--- src/hw/rtl/lsra_pkg.sv ---
// ---------------------------------------------------------------------------
// Linear scan register allocator package
// Shared sizes, cell entry and command types, and the free-register search.
// ---------------------------------------------------------------------------
package lsra_pkg;

   localparam int NUM_REGS  = 7;
   localparam int FIRST_REG = 4;
   localparam int POS_BITS  = 16;
   localparam int ID_BITS   = 10;
   localparam int REG_BITS  = 4;
   localparam int SLOT_BITS = (NUM_REGS > 1) ? $clog2(NUM_REGS) : 1;

   localparam logic [NUM_REGS-1:0] ALL_FREE = {NUM_REGS{1'b1}};

   // One entry of the active list.
   typedef struct packed {
      logic [POS_BITS-1:0]  end_pos;
      logic [SLOT_BITS-1:0] slot;
      logic [ID_BITS-1:0]   ident;
   } entry_type;

   // Operation applied to the whole row of cells at once.
   typedef struct packed {
      logic clear;
      logic pop;
      logic insert;
   } cell_cmd_type;

   typedef enum logic [0:0] {
      ST_IDLE,
      ST_WORK
   } state_type;

   // Lowest set bit of the free mask.
   function automatic logic [SLOT_BITS-1:0] lowest_free(input logic [NUM_REGS-1:0] mask);
      logic [SLOT_BITS-1:0] slot;
      slot = '0;
      for (int i = NUM_REGS - 1; i >= 0; i--) begin
         if (mask[i]) begin
            slot = SLOT_BITS'(i);
         end
      end
      return slot;
   endfunction

endpackage

--- src/hw/rtl/lsra_cell.sv ---
// ---------------------------------------------------------------------------
// Active list cell
// Holds one entry of the end-sorted active list and trades it with its
// neighbors on a pop (shift toward the front) or a sorted insert.
// ---------------------------------------------------------------------------
module lsra_cell (
   input  logic                   clock,
   input  logic                   reset,
   input  lsra_pkg::cell_cmd_type cmd,
   input  lsra_pkg::entry_type    new_entry,
   input  logic                   left_valid,
   input  lsra_pkg::entry_type    left_entry,
   input  logic                   left_gt,
   input  logic                   right_valid,
   input  lsra_pkg::entry_type    right_entry,
   output logic                   valid,
   output lsra_pkg::entry_type    entry,
   output logic                   gt
);

   logic                valid_ff;
   logic                valid_in;
   lsra_pkg::entry_type entry_ff;
   lsra_pkg::entry_type entry_in;

   // The new entry goes behind every entry whose end is not greater than its own.
   assign gt = !valid_ff || (entry_ff.end_pos > new_entry.end_pos);

   always_comb begin
      valid_in = valid_ff;
      entry_in = entry_ff;
      if (cmd.clear) begin
         valid_in = 1'b0;
      end else if (cmd.pop) begin
         valid_in = right_valid;
         entry_in = right_entry;
      end else if (cmd.insert && gt) begin
         if (!left_gt) begin
            valid_in = 1'b1;
            entry_in = new_entry;
         end else begin
            valid_in = left_valid;
            entry_in = left_entry;
         end
      end
   end

   always_ff @(posedge clock) begin
      if (reset) begin
         valid_ff <= 1'b0;
      end else begin
         valid_ff <= valid_in;
      end
      entry_ff <= entry_in;
   end

   assign valid = valid_ff;
   assign entry = entry_ff;

endmodule

--- src/hw/rtl/linear_scan_register_allocator.sv ---
// ---------------------------------------------------------------------------
// Linear scan register allocator
// Assigns physical registers to live intervals presented in start order.
// ---------------------------------------------------------------------------
// Usage: each req beat carries one live interval (id, start, end) and a
// new_pass flag that empties the active list, frees every register and
// clears the sticky failure flag before the interval is handled. Each req
// beat produces exactly one rsp beat with the assigned register, spill and
// eviction flags and the sticky pass_failed flag.
// An item goes through these steps in order: the req beat is taken, each
// active interval that expires at its start is popped as the row of cells
// shifts toward the front, and then the row does a sorted insert (dropping
// the last cell on eviction) unless the item spills, and the rsp register
// is loaded. req_ready is high only between items.
// The rsp register holds its beat until rsp_ready; while it is full the
// next item finishes its expiry and then waits for the register to empty.
// Reset empties the active list, frees all registers, clears the failure
// flag and drops rsp_valid.
// ---------------------------------------------------------------------------
module linear_scan_register_allocator (
   input  logic                             clock,
   input  logic                             reset,
   input  logic                             req_valid,
   output logic                             req_ready,
   input  logic                             req_new_pass,
   input  logic [lsra_pkg::ID_BITS-1:0]     req_interval_id,
   input  logic [lsra_pkg::POS_BITS-1:0]    req_start_pos,
   input  logic [lsra_pkg::POS_BITS-1:0]    req_end_pos,
   output logic                             rsp_valid,
   input  logic                             rsp_ready,
   output logic [lsra_pkg::ID_BITS-1:0]     rsp_current_id,
   output logic [lsra_pkg::REG_BITS-1:0]    rsp_assigned_reg,
   output logic                             rsp_current_spilled,
   output logic                             rsp_evicted,
   output logic [lsra_pkg::ID_BITS-1:0]     rsp_evicted_id,
   output logic                             rsp_pass_failed
);

   localparam int N = lsra_pkg::NUM_REGS;

   lsra_pkg::state_type                   state_ff, state_in;
   logic [lsra_pkg::POS_BITS-1:0]         start_ff, start_in;
   lsra_pkg::entry_type                   item_ff, item_in;
   logic [N-1:0]                          free_ff, free_in;
   logic                                  failed_ff, failed_in;

   logic                                  rsp_valid_ff, rsp_valid_in;
   logic [lsra_pkg::ID_BITS-1:0]          cur_id_ff, cur_id_in;
   logic [lsra_pkg::REG_BITS-1:0]         reg_ff, reg_in;
   logic                                  spilled_ff, spilled_in;
   logic                                  evicted_ff, evicted_in;
   logic [lsra_pkg::ID_BITS-1:0]          ev_id_ff, ev_id_in;
   logic                                  rsp_failed_ff, rsp_failed_in;

   lsra_pkg::cell_cmd_type                cmd;
   logic                                  cell_valid [N];
   lsra_pkg::entry_type                   cell_entry [N];
   logic                                  cell_gt    [N];
   logic                                  lft_valid  [N];
   lsra_pkg::entry_type                   lft_entry  [N];
   logic                                  lft_gt     [N];
   logic                                  rgt_valid  [N];
   lsra_pkg::entry_type                   rgt_entry  [N];

   logic                                  req_fire;
   logic                                  pop_now;
   logic [lsra_pkg::SLOT_BITS-1:0]        free_slot;
   logic [lsra_pkg::SLOT_BITS-1:0]        use_slot;
   logic [lsra_pkg::REG_BITS:0]           reg_sum;
   lsra_pkg::entry_type                   ins_entry;

   for (genvar i = 0; i < N; i++) begin : g_cell
      if (i == 0) begin : g_first
         assign lft_valid[i] = 1'b0;
         assign lft_entry[i] = '0;
         assign lft_gt[i]    = 1'b0;
      end else begin : g_mid
         assign lft_valid[i] = cell_valid[i-1];
         assign lft_entry[i] = cell_entry[i-1];
         assign lft_gt[i]    = cell_gt[i-1];
      end
      if (i == N - 1) begin : g_last
         assign rgt_valid[i] = 1'b0;
         assign rgt_entry[i] = '0;
      end else begin : g_inner
         assign rgt_valid[i] = cell_valid[i+1];
         assign rgt_entry[i] = cell_entry[i+1];
      end

      lsra_cell u_cell (
         .clock       (clock),
         .reset       (reset),
         .cmd         (cmd),
         .new_entry   (ins_entry),
         .left_valid  (lft_valid[i]),
         .left_entry  (lft_entry[i]),
         .left_gt     (lft_gt[i]),
         .right_valid (rgt_valid[i]),
         .right_entry (rgt_entry[i]),
         .valid       (cell_valid[i]),
         .entry       (cell_entry[i]),
         .gt          (cell_gt[i])
      );
   end

   assign req_ready = (state_ff == lsra_pkg::ST_IDLE);
   assign req_fire  = req_valid && req_ready;
   assign pop_now   = cell_valid[0] && (cell_entry[0].end_pos < start_ff);
   assign free_slot = lsra_pkg::lowest_free(free_ff);

   always_comb begin
      state_in      = state_ff;
      start_in      = start_ff;
      item_in       = item_ff;
      free_in       = free_ff;
      failed_in     = failed_ff;
      rsp_valid_in  = rsp_valid_ff && !rsp_ready;
      cur_id_in     = cur_id_ff;
      reg_in        = reg_ff;
      spilled_in    = spilled_ff;
      evicted_in    = evicted_ff;
      ev_id_in      = ev_id_ff;
      rsp_failed_in = rsp_failed_ff;
      cmd           = '0;
      use_slot      = free_slot;
      reg_sum       = '0;

      case (state_ff)
         lsra_pkg::ST_IDLE: begin
            if (req_fire) begin
               start_in      = req_start_pos;
               item_in.end_pos = req_end_pos;
               item_in.ident = req_interval_id;
               item_in.slot  = '0;
               if (req_new_pass) begin
                  cmd.clear = 1'b1;
                  free_in   = lsra_pkg::ALL_FREE;
                  failed_in = 1'b0;
               end
               state_in = lsra_pkg::ST_WORK;
            end
         end
         lsra_pkg::ST_WORK: begin
            if (pop_now) begin
               cmd.pop = 1'b1;
               for (int i = 0; i < N; i++) begin
                  if (cell_entry[0].slot == lsra_pkg::SLOT_BITS'(i)) begin
                     free_in[i] = 1'b1;
                  end
               end
            end else if (!rsp_valid_ff || rsp_ready) begin
               cur_id_in  = item_ff.ident;
               spilled_in = 1'b0;
               evicted_in = 1'b0;
               ev_id_in   = '0;
               reg_in     = '0;
               if (|free_ff) begin
                  use_slot   = free_slot;
                  cmd.insert = 1'b1;
                  for (int i = 0; i < N; i++) begin
                     if (free_slot == lsra_pkg::SLOT_BITS'(i)) begin
                        free_in[i] = 1'b0;
                     end
                  end
               end else if (cell_entry[N-1].end_pos > item_ff.end_pos) begin
                  // No free register means the row is full; the last cell
                  // falls off the end of the shift and hands over its register.
                  use_slot   = cell_entry[N-1].slot;
                  cmd.insert = 1'b1;
                  evicted_in = 1'b1;
                  ev_id_in   = cell_entry[N-1].ident;
                  failed_in  = 1'b1;
               end else begin
                  spilled_in = 1'b1;
                  failed_in  = 1'b1;
               end
               if (cmd.insert) begin
                  reg_sum = (lsra_pkg::REG_BITS + 1)'(lsra_pkg::FIRST_REG)
                          + (lsra_pkg::REG_BITS + 1)'(use_slot);
                  reg_in  = reg_sum[lsra_pkg::REG_BITS-1:0];
               end
               // The flag is captured with the beat, since a new pass may
               // clear the live flag while this beat still waits.
               rsp_failed_in = failed_in;
               rsp_valid_in  = 1'b1;
               state_in      = lsra_pkg::ST_IDLE;
            end
         end
         default: begin
            state_in = lsra_pkg::ST_IDLE;
         end
      endcase
   end

   // The slot travels with the new entry into the row on the insert cycle.
   always_comb begin
      ins_entry      = item_ff;
      ins_entry.slot = use_slot;
   end

   always_ff @(posedge clock) begin
      if (reset) begin
         state_ff     <= lsra_pkg::ST_IDLE;
         free_ff      <= lsra_pkg::ALL_FREE;
         failed_ff    <= 1'b0;
         rsp_valid_ff <= 1'b0;
      end else begin
         state_ff     <= state_in;
         free_ff      <= free_in;
         failed_ff    <= failed_in;
         rsp_valid_ff <= rsp_valid_in;
      end
      start_ff      <= start_in;
      item_ff       <= (state_ff == lsra_pkg::ST_WORK) ? ins_entry : item_in;
      cur_id_ff     <= cur_id_in;
      reg_ff        <= reg_in;
      spilled_ff    <= spilled_in;
      evicted_ff    <= evicted_in;
      ev_id_ff      <= ev_id_in;
      rsp_failed_ff <= rsp_failed_in;
   end

   assign rsp_valid           = rsp_valid_ff;
   assign rsp_current_id      = cur_id_ff;
   assign rsp_assigned_reg    = reg_ff;
   assign rsp_current_spilled = spilled_ff;
   assign rsp_evicted         = evicted_ff;
   assign rsp_evicted_id      = ev_id_ff;
   assign rsp_pass_failed     = rsp_failed_ff;

endmodule

--- config.mk ---
export PLATFORM = sky130hd
export DESIGN_NAME = linear_scan_register_allocator
export DESIGN_NICKNAME = d
export VERILOG_FILES = /design/src/hw/rtl/lsra_pkg.sv /design/src/hw/rtl/lsra_cell.sv /design/src/hw/rtl/linear_scan_register_allocator.sv
export SDC_FILE = /design/constraint.sdc
export NUM_CORES = 1
export LEC_CHECK = 0
export BUFFER_PORTS_ARGS = -buffer_cell sky130_fd_sc_hd__buf_4
export CAP_MARGIN = 20
export CORE_MARGIN = 2
export CORE_UTILIZATION = 62
export DETAILED_ROUTE_END_ITERATION = 8
export PLACE_DENSITY = 0.77
export SETUP_SLACK_MARGIN = 0.2
export SYNTH_ARGS = -nofsm -noshare
export SYNTH_HDL_FRONTEND = slang
export SYNTH_SLANG_ARGS = --single-unit
export TNS_END_PERCENT = 50
--- constraint.sdc ---
create_clock -name clock -period 3.9 [get_ports clock]
set_input_delay 0.39 -clock clock [delete_from_list [all_inputs] [get_ports clock]]
set_output_delay 0.39 -clock clock [all_outputs]
set_load 0.01 [all_outputs]
==> metrics.md, run 1 <==
| Metric | Value |
|---|---|
| Length of the first detailed-routing pass in iterations | 5 |
| Setup repair after global routing missed its margin | yes |
| Number of antenna diodes | 0 |
| Share of synthesized cell area in full adder, half adder and majority cells | 0.09919 |
| Most common flop cell mapped by yosys | sky130_fd_sc_hd__edfxtp_1 |
| Kind of capture point of the worst setup path | flop |
| Largest clock skew in the final design | between 8 and 9 ps |
| Clk sinks | 289 |
| Total leakage power | 0.007669 µW |
| Global-route wire length before repair | 63.49 mm |
| Placed Cells incl. Taps | 1860 |
| Class of the most critical hold timing path | in -> reg |
| Total negative slack for setup checks | 0 ps |
| Instance count of the mapped netlist | between 1000 and 1500 |
| Mapped Avg Cell Area | 10.83 µm² |
| Cells traversed along the worst timing path | clkinvlp_4 -> buf_4 -> ha_1 -> nand4_1 -> nor3_1 -> o21a_1 -> o31ai_1 -> a21oi_4 -> buf_4 -> mux2i_1 -> o21ai_0 |
| Flops & latches, synth | 289 |
| Post-synthesis async set-or-reset flop share | 0 |
| Core Box Area | 0.02525 mm² |
| Routed wire per std cell | around 21 µm |
| Initial detailed-routing violation count | ~1400 |
| Post-Syn Nets | between 1500 and 2000 |
| Main combinational cell family by area after synthesis | compound AO/OA/AOI/OAI gates |
| Flip-flop count of the largest register after layout | 203 |
| Antenna violations before repair | 0 |
| Largest net degree at the start of global routing | between 150 and 200 |
| Status | finished, final reports clean |
| Number of filler instances in the final layout | roughly 1700 |
| Via count of the first global-routing pass | 11800 |
| Yosys warnings | 0 |
| DRC violation count after routing | 0 |
| Switching power as a share of total power | 0.2759 |
| Tightest Pin Transition | roughly 940 ps |
| Fraction of the yosys area taken by sequential cells | 0.5311 |
| CTS root buffer | sky130_fd_sc_hd__clkbuf_16 |
| Detail-routed via count per cell | a little over 6 |
| Xor and xnor area share after synthesis | 0 |
| Data required time at the worst endpoint | 4180 ps |
| Sequential fraction of design power | 0.475 |
| Final critical-path share of the clock period | 0.9295 |
| Weighted congestion reported at the end of routability-driven placement | 0.8992 |
| Standard-cell rows | 58 |
| Slew Viols, Final | 0 |
| Area of the die | 0.02714 mm² |
| Antenna-violating nets left | 0 |
| Cell at the slowest stage of the critical path | sky130_fd_sc_hd__a21oi_4 |
| Yosys cell types | 56 |
| Simple-gate area share of the yosys netlist | 0.1232 |
| Pwr Density | 469.0 mW/mm² |
| Quantity of I/O buffers inserted on ports | 75 |
| HPWL Detailed | 28.10 mm |
| Total grt overflow | 0 |
| Die height | 164.7 µm |
| Share of final-layout standard cells stronger than drive strength 1 | 0.1241 |
| Maximum resistive drop on vdd | 0.4099 mV |
| Clock slew seen by the registers of the worst setup and hold paths | roughly 60 ps |
| Clock Tree Buf Depth | 3 |
| Fin. Hold Viols | 0 |
| Worst rel slew slack | 0.3688 |
| Top-Level Pins | 76 |
| Total routing resource utilization after global routing | 0.3028 |
| Syn Std Cell Area | 0.01602 mm² |
| Total setup violations reported at the end of the flow | 0 |
| Psw | 2411 µW |
| Number of max-cap violations | 0 |
| Type of the worst setup path | reg -> reg |
| Detailed-route wire length | 41.23 mm |
| Number of synthesized flops with an enable pin | 272 |
| Starting density of the core | 0.6344 |
| Post-layout util | 0.7380 |
| Crit-path max FO | 19 |
| Post-Place Cell Area | 0.01713 mm² |
| Most used cell along the critical path | sky130_fd_sc_hd__buf_4 |
| Clock share of power | 0.354 |
| Syn-to-layout area delta | 16.33% |
| Int Pwr | 6329 µW |
| Power share of the combinational group | 0.171 |
| CP max stage delay | 610 ps |
| TritonCTS Buffers | 31 |
| Crit path arrival time | 3900 ps |
| Clock network latency to the later pin of the worst-skew pair | around 560 ps |
| Clock tree from TritonCTS | done |
| Total Power | 8740 µW |
| # H-tree levels | 1 |
| Die width | 164.7 µm |
| Setup crit start kind | flop |
| Multiplexer area fraction after synthesis | 0.08060 |
| Post-route standard cell area excluding fillers | 0.01864 mm² |
| Number of standard cells in the layout, taps in and fillers out | 1958 |
| Minimum clock period | 3625 ps |
| Highest attainable clock frequency | 275.9 MHz |
| Via count | 12160 |
| Synth Area in Compound Gates | 0.1317 |
| Final layout net count | about 1800 |
[through the flow]
step	hold slack (ps)	setup WS, ps
after floorplan	456.6	556.1
after global placement	470.3	355.3
after detailed placement	489.5	74.29
after CTS	0.03753	254.9
after global routing	1.077	141.7
final	9.804	275.1
[cells in the final DEF (no fill, tap or decap), drive strengths merged, types with 6 or more instances in the layout]
master and n:
clkbuf 39, nor2 117, o21a 10, and3 11, dfxtp 17, nand4 22, nand2b 9, o221ai 11
a21oi 97, a221o 10, a21o 8, edfxtp 272, ha 127, mux2i 129, buf 127, dlygate4sd3 37
o211ai 6, nand3 13, clkinv 10, o31ai 6, a211oi 6, nor3 11, o21ai 181, inv 53
nor2b 14, nor4 7, nand2 237
[cell usage after synthesis, types with 10 or more instances]
library cell	number	area, µm²
sky130_fd_sc_hd__buf_2	22	110.1
sky130_fd_sc_hd__edfxtp_1	272	8168
sky130_fd_sc_hd__a221o_1	10	100.1
sky130_fd_sc_hd__nor2_1	115	431.7
sky130_fd_sc_hd__o221ai_1	11	96.34
sky130_fd_sc_hd__o21ai_0	179	895.9
sky130_fd_sc_hd__buf_4	10	75.07
sky130_fd_sc_hd__clkbuf_1	35	131.4
sky130_fd_sc_hd__dfxtp_1	17	340.3
sky130_fd_sc_hd__and3_1	11	68.82
sky130_fd_sc_hd__inv_1	53	198.9
sky130_fd_sc_hd__o21a_1	10	75.07
sky130_fd_sc_hd__nor3_1	10	50.05
sky130_fd_sc_hd__mux2i_1	129	1291
sky130_fd_sc_hd__nand4_1	22	137.6
sky130_fd_sc_hd__ha_1	127	1589
sky130_fd_sc_hd__a21oi_1	95	475.5
sky130_fd_sc_hd__nand3_1	13	65.06
sky130_fd_sc_hd__nor2b_1	14	87.58
sky130_fd_sc_hd__nand2_1	237	889.6
[kinds of logic after synthesis]
group                      count (synthesis)
and+or+nand+nor                          453
adders and majority gates                127
DFF                                      289
AOI/OAI and AO/OA                        356
muxes                                    129
buffers and inverters                    125
[worst max-delay path: cells and delay by family (launching register included)]
family,cells,cell delay (ps)
muxes,1,240
DFF,1,440
AOI/OAI and AO/OA,4,1010
buffers and inverters,3,800
and+or+nand+nor,2,580
adders and majority gates,1,260
[worst paths after layout]
path                         from                   endpoint  slack [ps]  depth (start not counted)
setup reg to reg    ins_entry[25]  g_cell[4].u_cell.entry[7]         280                         11
hold reg to reg         failed_ff                  failed_ff         500                          2
setup / recovery    ins_entry[25]  g_cell[4].u_cell.entry[7]         280                         11
hold / removal    req_end_pos[11]              ins_entry[24]          10                          1
[power groups by stage]
stage	clock (µW)	sequential, µW	combinational (µW)
floorplan	0	4120	920
global placement	0	4200	1350
detailed placement	0	4200	1410
CTS	3110	4140	1450
global route	3220	4180	1650
finish	3100	4150	1490
[repair_timing]
item	in CTS	in global routing
pin swaps	0	0
resized for setup	1	6
buffers inserted	0	4
hold endpoints to repair	35	2
cloned	0	1
endpoints found under the setup margin	30	44
hold buffers	35	2
[final cells by class]
cell class | count | area, µm² | share of cell area
clock buffers | 39 | 845.8 | 0.04538
clock inverters | 17 | 212.7 | 0.01141
inverters | 53 | 202.7 | 0.01088
multi-input cells | 1066 | 7068 | 0.3793
well taps | 330 | 412.9 | 0.02216
repair buffers | 164 | 1386 | 0.07439
flip-flops and latches | 289 | 8508 | 0.4565
[layer usage]
| metal | wire length, µm | up-vias | global-route usage |
|---|---|---|---|
| li1 | - | 5715 | - |
| met1 | 17900 | 5890 | 0.4289 |
| met2 | 19280 | 497 | 0.4964 |
| met3 | 3084 | 62 | 0.04269 |
| met4 | 961 | 0 | 0.07708 |
| met5 | 0 | - | 0 |
Power figures use the tool's default switching activity.
==> run 2, diff against run 1 <==
==> constraint.sdc (replaced) <==
create_clock -name clock -period 3.9 [get_ports clock]
set_input_delay 0.78 -clock clock [delete_from_list [all_inputs] [get_ports clock]]
set_output_delay 0.78 -clock clock [all_outputs]
set_load 0.01 [all_outputs]
==> run 2 against run 1 <==
Net effect:
- wire length fell by 2.7%
- clock skew rose by 15 ps
- sequential share of layout area rose by 1.3 points
- via count fell by 2.8%
- die area did not move
- maximum frequency rose by 5.4%
- clock power fell by 9.4%
- power fell by 3.9%
- largest cell class unchanged
==> metrics.md, run 2 (same netlist as run 1, synthesis figures left out) <==
| Metric | Value |
|---|---|
| Fin. Hold Viols | 0 |
| Largest net degree at the start of global routing | 144 |
| Setup crit start kind | flop |
| Class of the most critical hold timing path | in -> reg |
| Resized Gates After CTS | 0 |
| Via count of the first global-routing pass | about 12000 |
| Total leakage power | roughly 0.0075 µW |
| TritonCTS Buffers | 30 |
| Clk sinks | 289 |
| Placed Cells incl. Taps | 1859 |
| Minimum clock period | roughly 3400 ps |
| Total Power | around 8400 µW |
| Die height | between 150 and 200 µm |
| DRC violation count after routing | 0 |
| Final critical-path setup slack | roughly 460 ps |
| Share of final-layout standard cells stronger than drive strength 1 | 0.1223 |
| Number of filler instances in the final layout | 1791 |
| Tightest Pin Transition | 781.3 ps |
| Highest-count cells in the layout ignoring fill and taps | sky130_fd_sc_hd__edfxtp_1, sky130_fd_sc_hd__nand2_1, sky130_fd_sc_hd__o21ai_0 |
| Detailed-route wire length | 40.11 mm |
| Length of the first detailed-routing pass in iterations | 5 |
| Kind of capture point of the worst setup path | flop |
| Clock slew seen by the registers of the worst setup and hold paths | 60 ps |
| Largest clock skew in the final design | 23.33 ps |
| Psw | between 2000 and 2500 µW |
| Final critical-path share of the clock period | 0.8820 |
| Antenna-violating nets left | 0 |
| Routed wire per std cell | ~21 µm |
| Number of hold-repair buffers added at the cts stage | 0 |
| Total setup violations reported at the end of the flow | 0 |
| Die width | between 150 and 200 µm |
| Power share of the combinational group | 0.171 |
| Setup repair after global routing missed its margin | no |
| Core Box Area | around 0.025 mm² |
| Post-route standard cell area excluding fillers | 0.01813 mm² |
| Number of standard cells in the layout, taps in and fillers out | 1916 |
| Final layout net count | 1736 |
| Crit-path max FO | 14 |
| Status | finished, final reports clean |
| Syn-to-layout area delta | 13.17% |
| HPWL Detailed | 27.87 mm |
| Maximum resistive drop on vdd | 0.4150 mV |
| Clock share of power | 0.334 |
| Starting density of the core | 0.6344 |
| Global-route wire length before repair | about 63 mm |
| Clock network latency to the later pin of the worst-skew pair | 570 ps |
| Type of the worst setup path | reg -> reg |
| Clock Tree Buf Depth | 3 |
| Int Pwr | 6041 µW |
| Sequential fraction of design power | 0.495 |
| Worst rel slew slack | 0.4791 |
| Pwr Density | 463.2 mW/mm² |
| Flip-flop count of the largest register after layout | 203 |
| Data required time at the worst endpoint | 4280 ps |
| # H-tree levels | 1 |
| Commonest non-fill, non-tap cell in the layout | sky130_fd_sc_hd__edfxtp_1 |
| Total negative slack for setup checks | 0 ps |
| Total routing resource utilization after global routing | 0.2988 |
| Number of antenna diodes | 0 |
| Switching power as a share of total power | 0.2806 |
| Weighted congestion reported at the end of routability-driven placement | 0.8731 |
| Initial detailed-routing violation count | 1036 |
| Via count | about 12000 |
| Top-Level Pins | 76 |
| Slew Viols, Final | 0 |
| Total grt overflow | 0 |
| Area of the die | about 0.027 mm² |
| Highest attainable clock frequency | 290.7 MHz |
| Number of max-cap violations | 0 |
| Buffers inserted during post-CTS setup optimization | 0 |
| Dpl ws | 414.5 ps |
| Detail-routed via count per cell | between 6 and 7 |
| Standard-cell rows | 58 |
| Quantity of I/O buffers inserted on ports | 75 |
| Clock tree from TritonCTS | done |
| Antenna violations before repair | 0 |
| Crit path arrival time | 3820 ps |
| Post-Place Cell Area | 0.01715 mm² |
| CTS root buffer | sky130_fd_sc_hd__clkbuf_16 |
-- run 2: cell count changes in the layout (fill, tap and decap cells not counted), moves of 2 or more --
| cell | delta |
|---|---|
| sky130_fd_sc_hd__buf_12 | +2 |
| sky130_fd_sc_hd__buf_4 | -7 |
| sky130_fd_sc_hd__clkinv_2 | +3 |
| sky130_fd_sc_hd__bufinv_16 | -4 |
| sky130_fd_sc_hd__clkbuf_8 | +2 |
| sky130_fd_sc_hd__dlygate4sd3_1 | -37 |
-- run 2: worst max-delay path, cell delays in order, from the launching register on --
cell and delay [ps]:
sky130_fd_sc_hd__edfxtp_1 400, sky130_fd_sc_hd__inv_1 210, sky130_fd_sc_hd__ha_1 390, sky130_fd_sc_hd__nand4_1 240, sky130_fd_sc_hd__nor4_1 380, sky130_fd_sc_hd__o21ai_0 190
sky130_fd_sc_hd__a31oi_2 230, sky130_fd_sc_hd__buf_4 240, sky130_fd_sc_hd__nand2_1 130, sky130_fd_sc_hd__o41ai_1 620, sky130_fd_sc_hd__nand2_1 130, sky130_fd_sc_hd__o21ai_0 120
-- run 2: final cells by class --
class | count | area, µm² | share of cell area
Clock inverter | 16 | 120.1 | 0.006625
Inverter | 53 | 198.9 | 0.01097
Timing Repair Buffer | 123 | 1011 | 0.05576
Multi-Input combinational cell | 1065 | 7030 | 0.3878
Clock buffer | 40 | 848.3 | 0.04679
Sequential cell | 289 | 8508 | 0.4693
Tap cell | 330 | 412.9 | 0.02277
-- run 2: power by group through the flow --
stage | combinational [µW] | clock [µW] | sequential, µW
global placement | 1350 | 0 | 4200
floorplan | 920 | 0 | 4120
CTS | 1430 | 2830 | 4150
global route | 1600 | 2950 | 4180
detailed placement | 1410 | 0 | 4210
finish | 1440 | 2810 | 4150
-- run 2: per-layer routing --
metal / up-vias / global-route usage / routed length, µm
met1: 5661 / 0.4202 / 17100
met4: 0 / 0.1024 / 1307
li1: 5619 / - / -
met3: 85 / 0.03415 / 2877
met5: - / 0 / 0
met2: 461 / 0.4867 / 18820
-- run 2: stage by stage --
stage,hold slack [ps],utilization
5_1_grt,363.8,0.7179
3_3_place_gp,472.0,0.6792
2_1_floorplan,456.6,-
4_1_cts,362.5,0.7175
3_5_place_dp,499.8,0.6792
6_report,382.8,0.7179
-- run 2: worst paths after layout --
| kind | to | slack, ps | depth (start not counted) | from |
|---|---|---|---|---|
| worst max-delay path | g_cell[5].u_cell.entry[10] | 460 | 11 | ins_entry[28] |
| worst min-delay path | ins_entry[3] | 380 | 1 | req_interval_id[3] |
| worst max register to register | g_cell[5].u_cell.entry[10] | 460 | 11 | ins_entry[28] |
| worst min register to register | rsp_pass_failed | 510 | 1 | failed_ff |
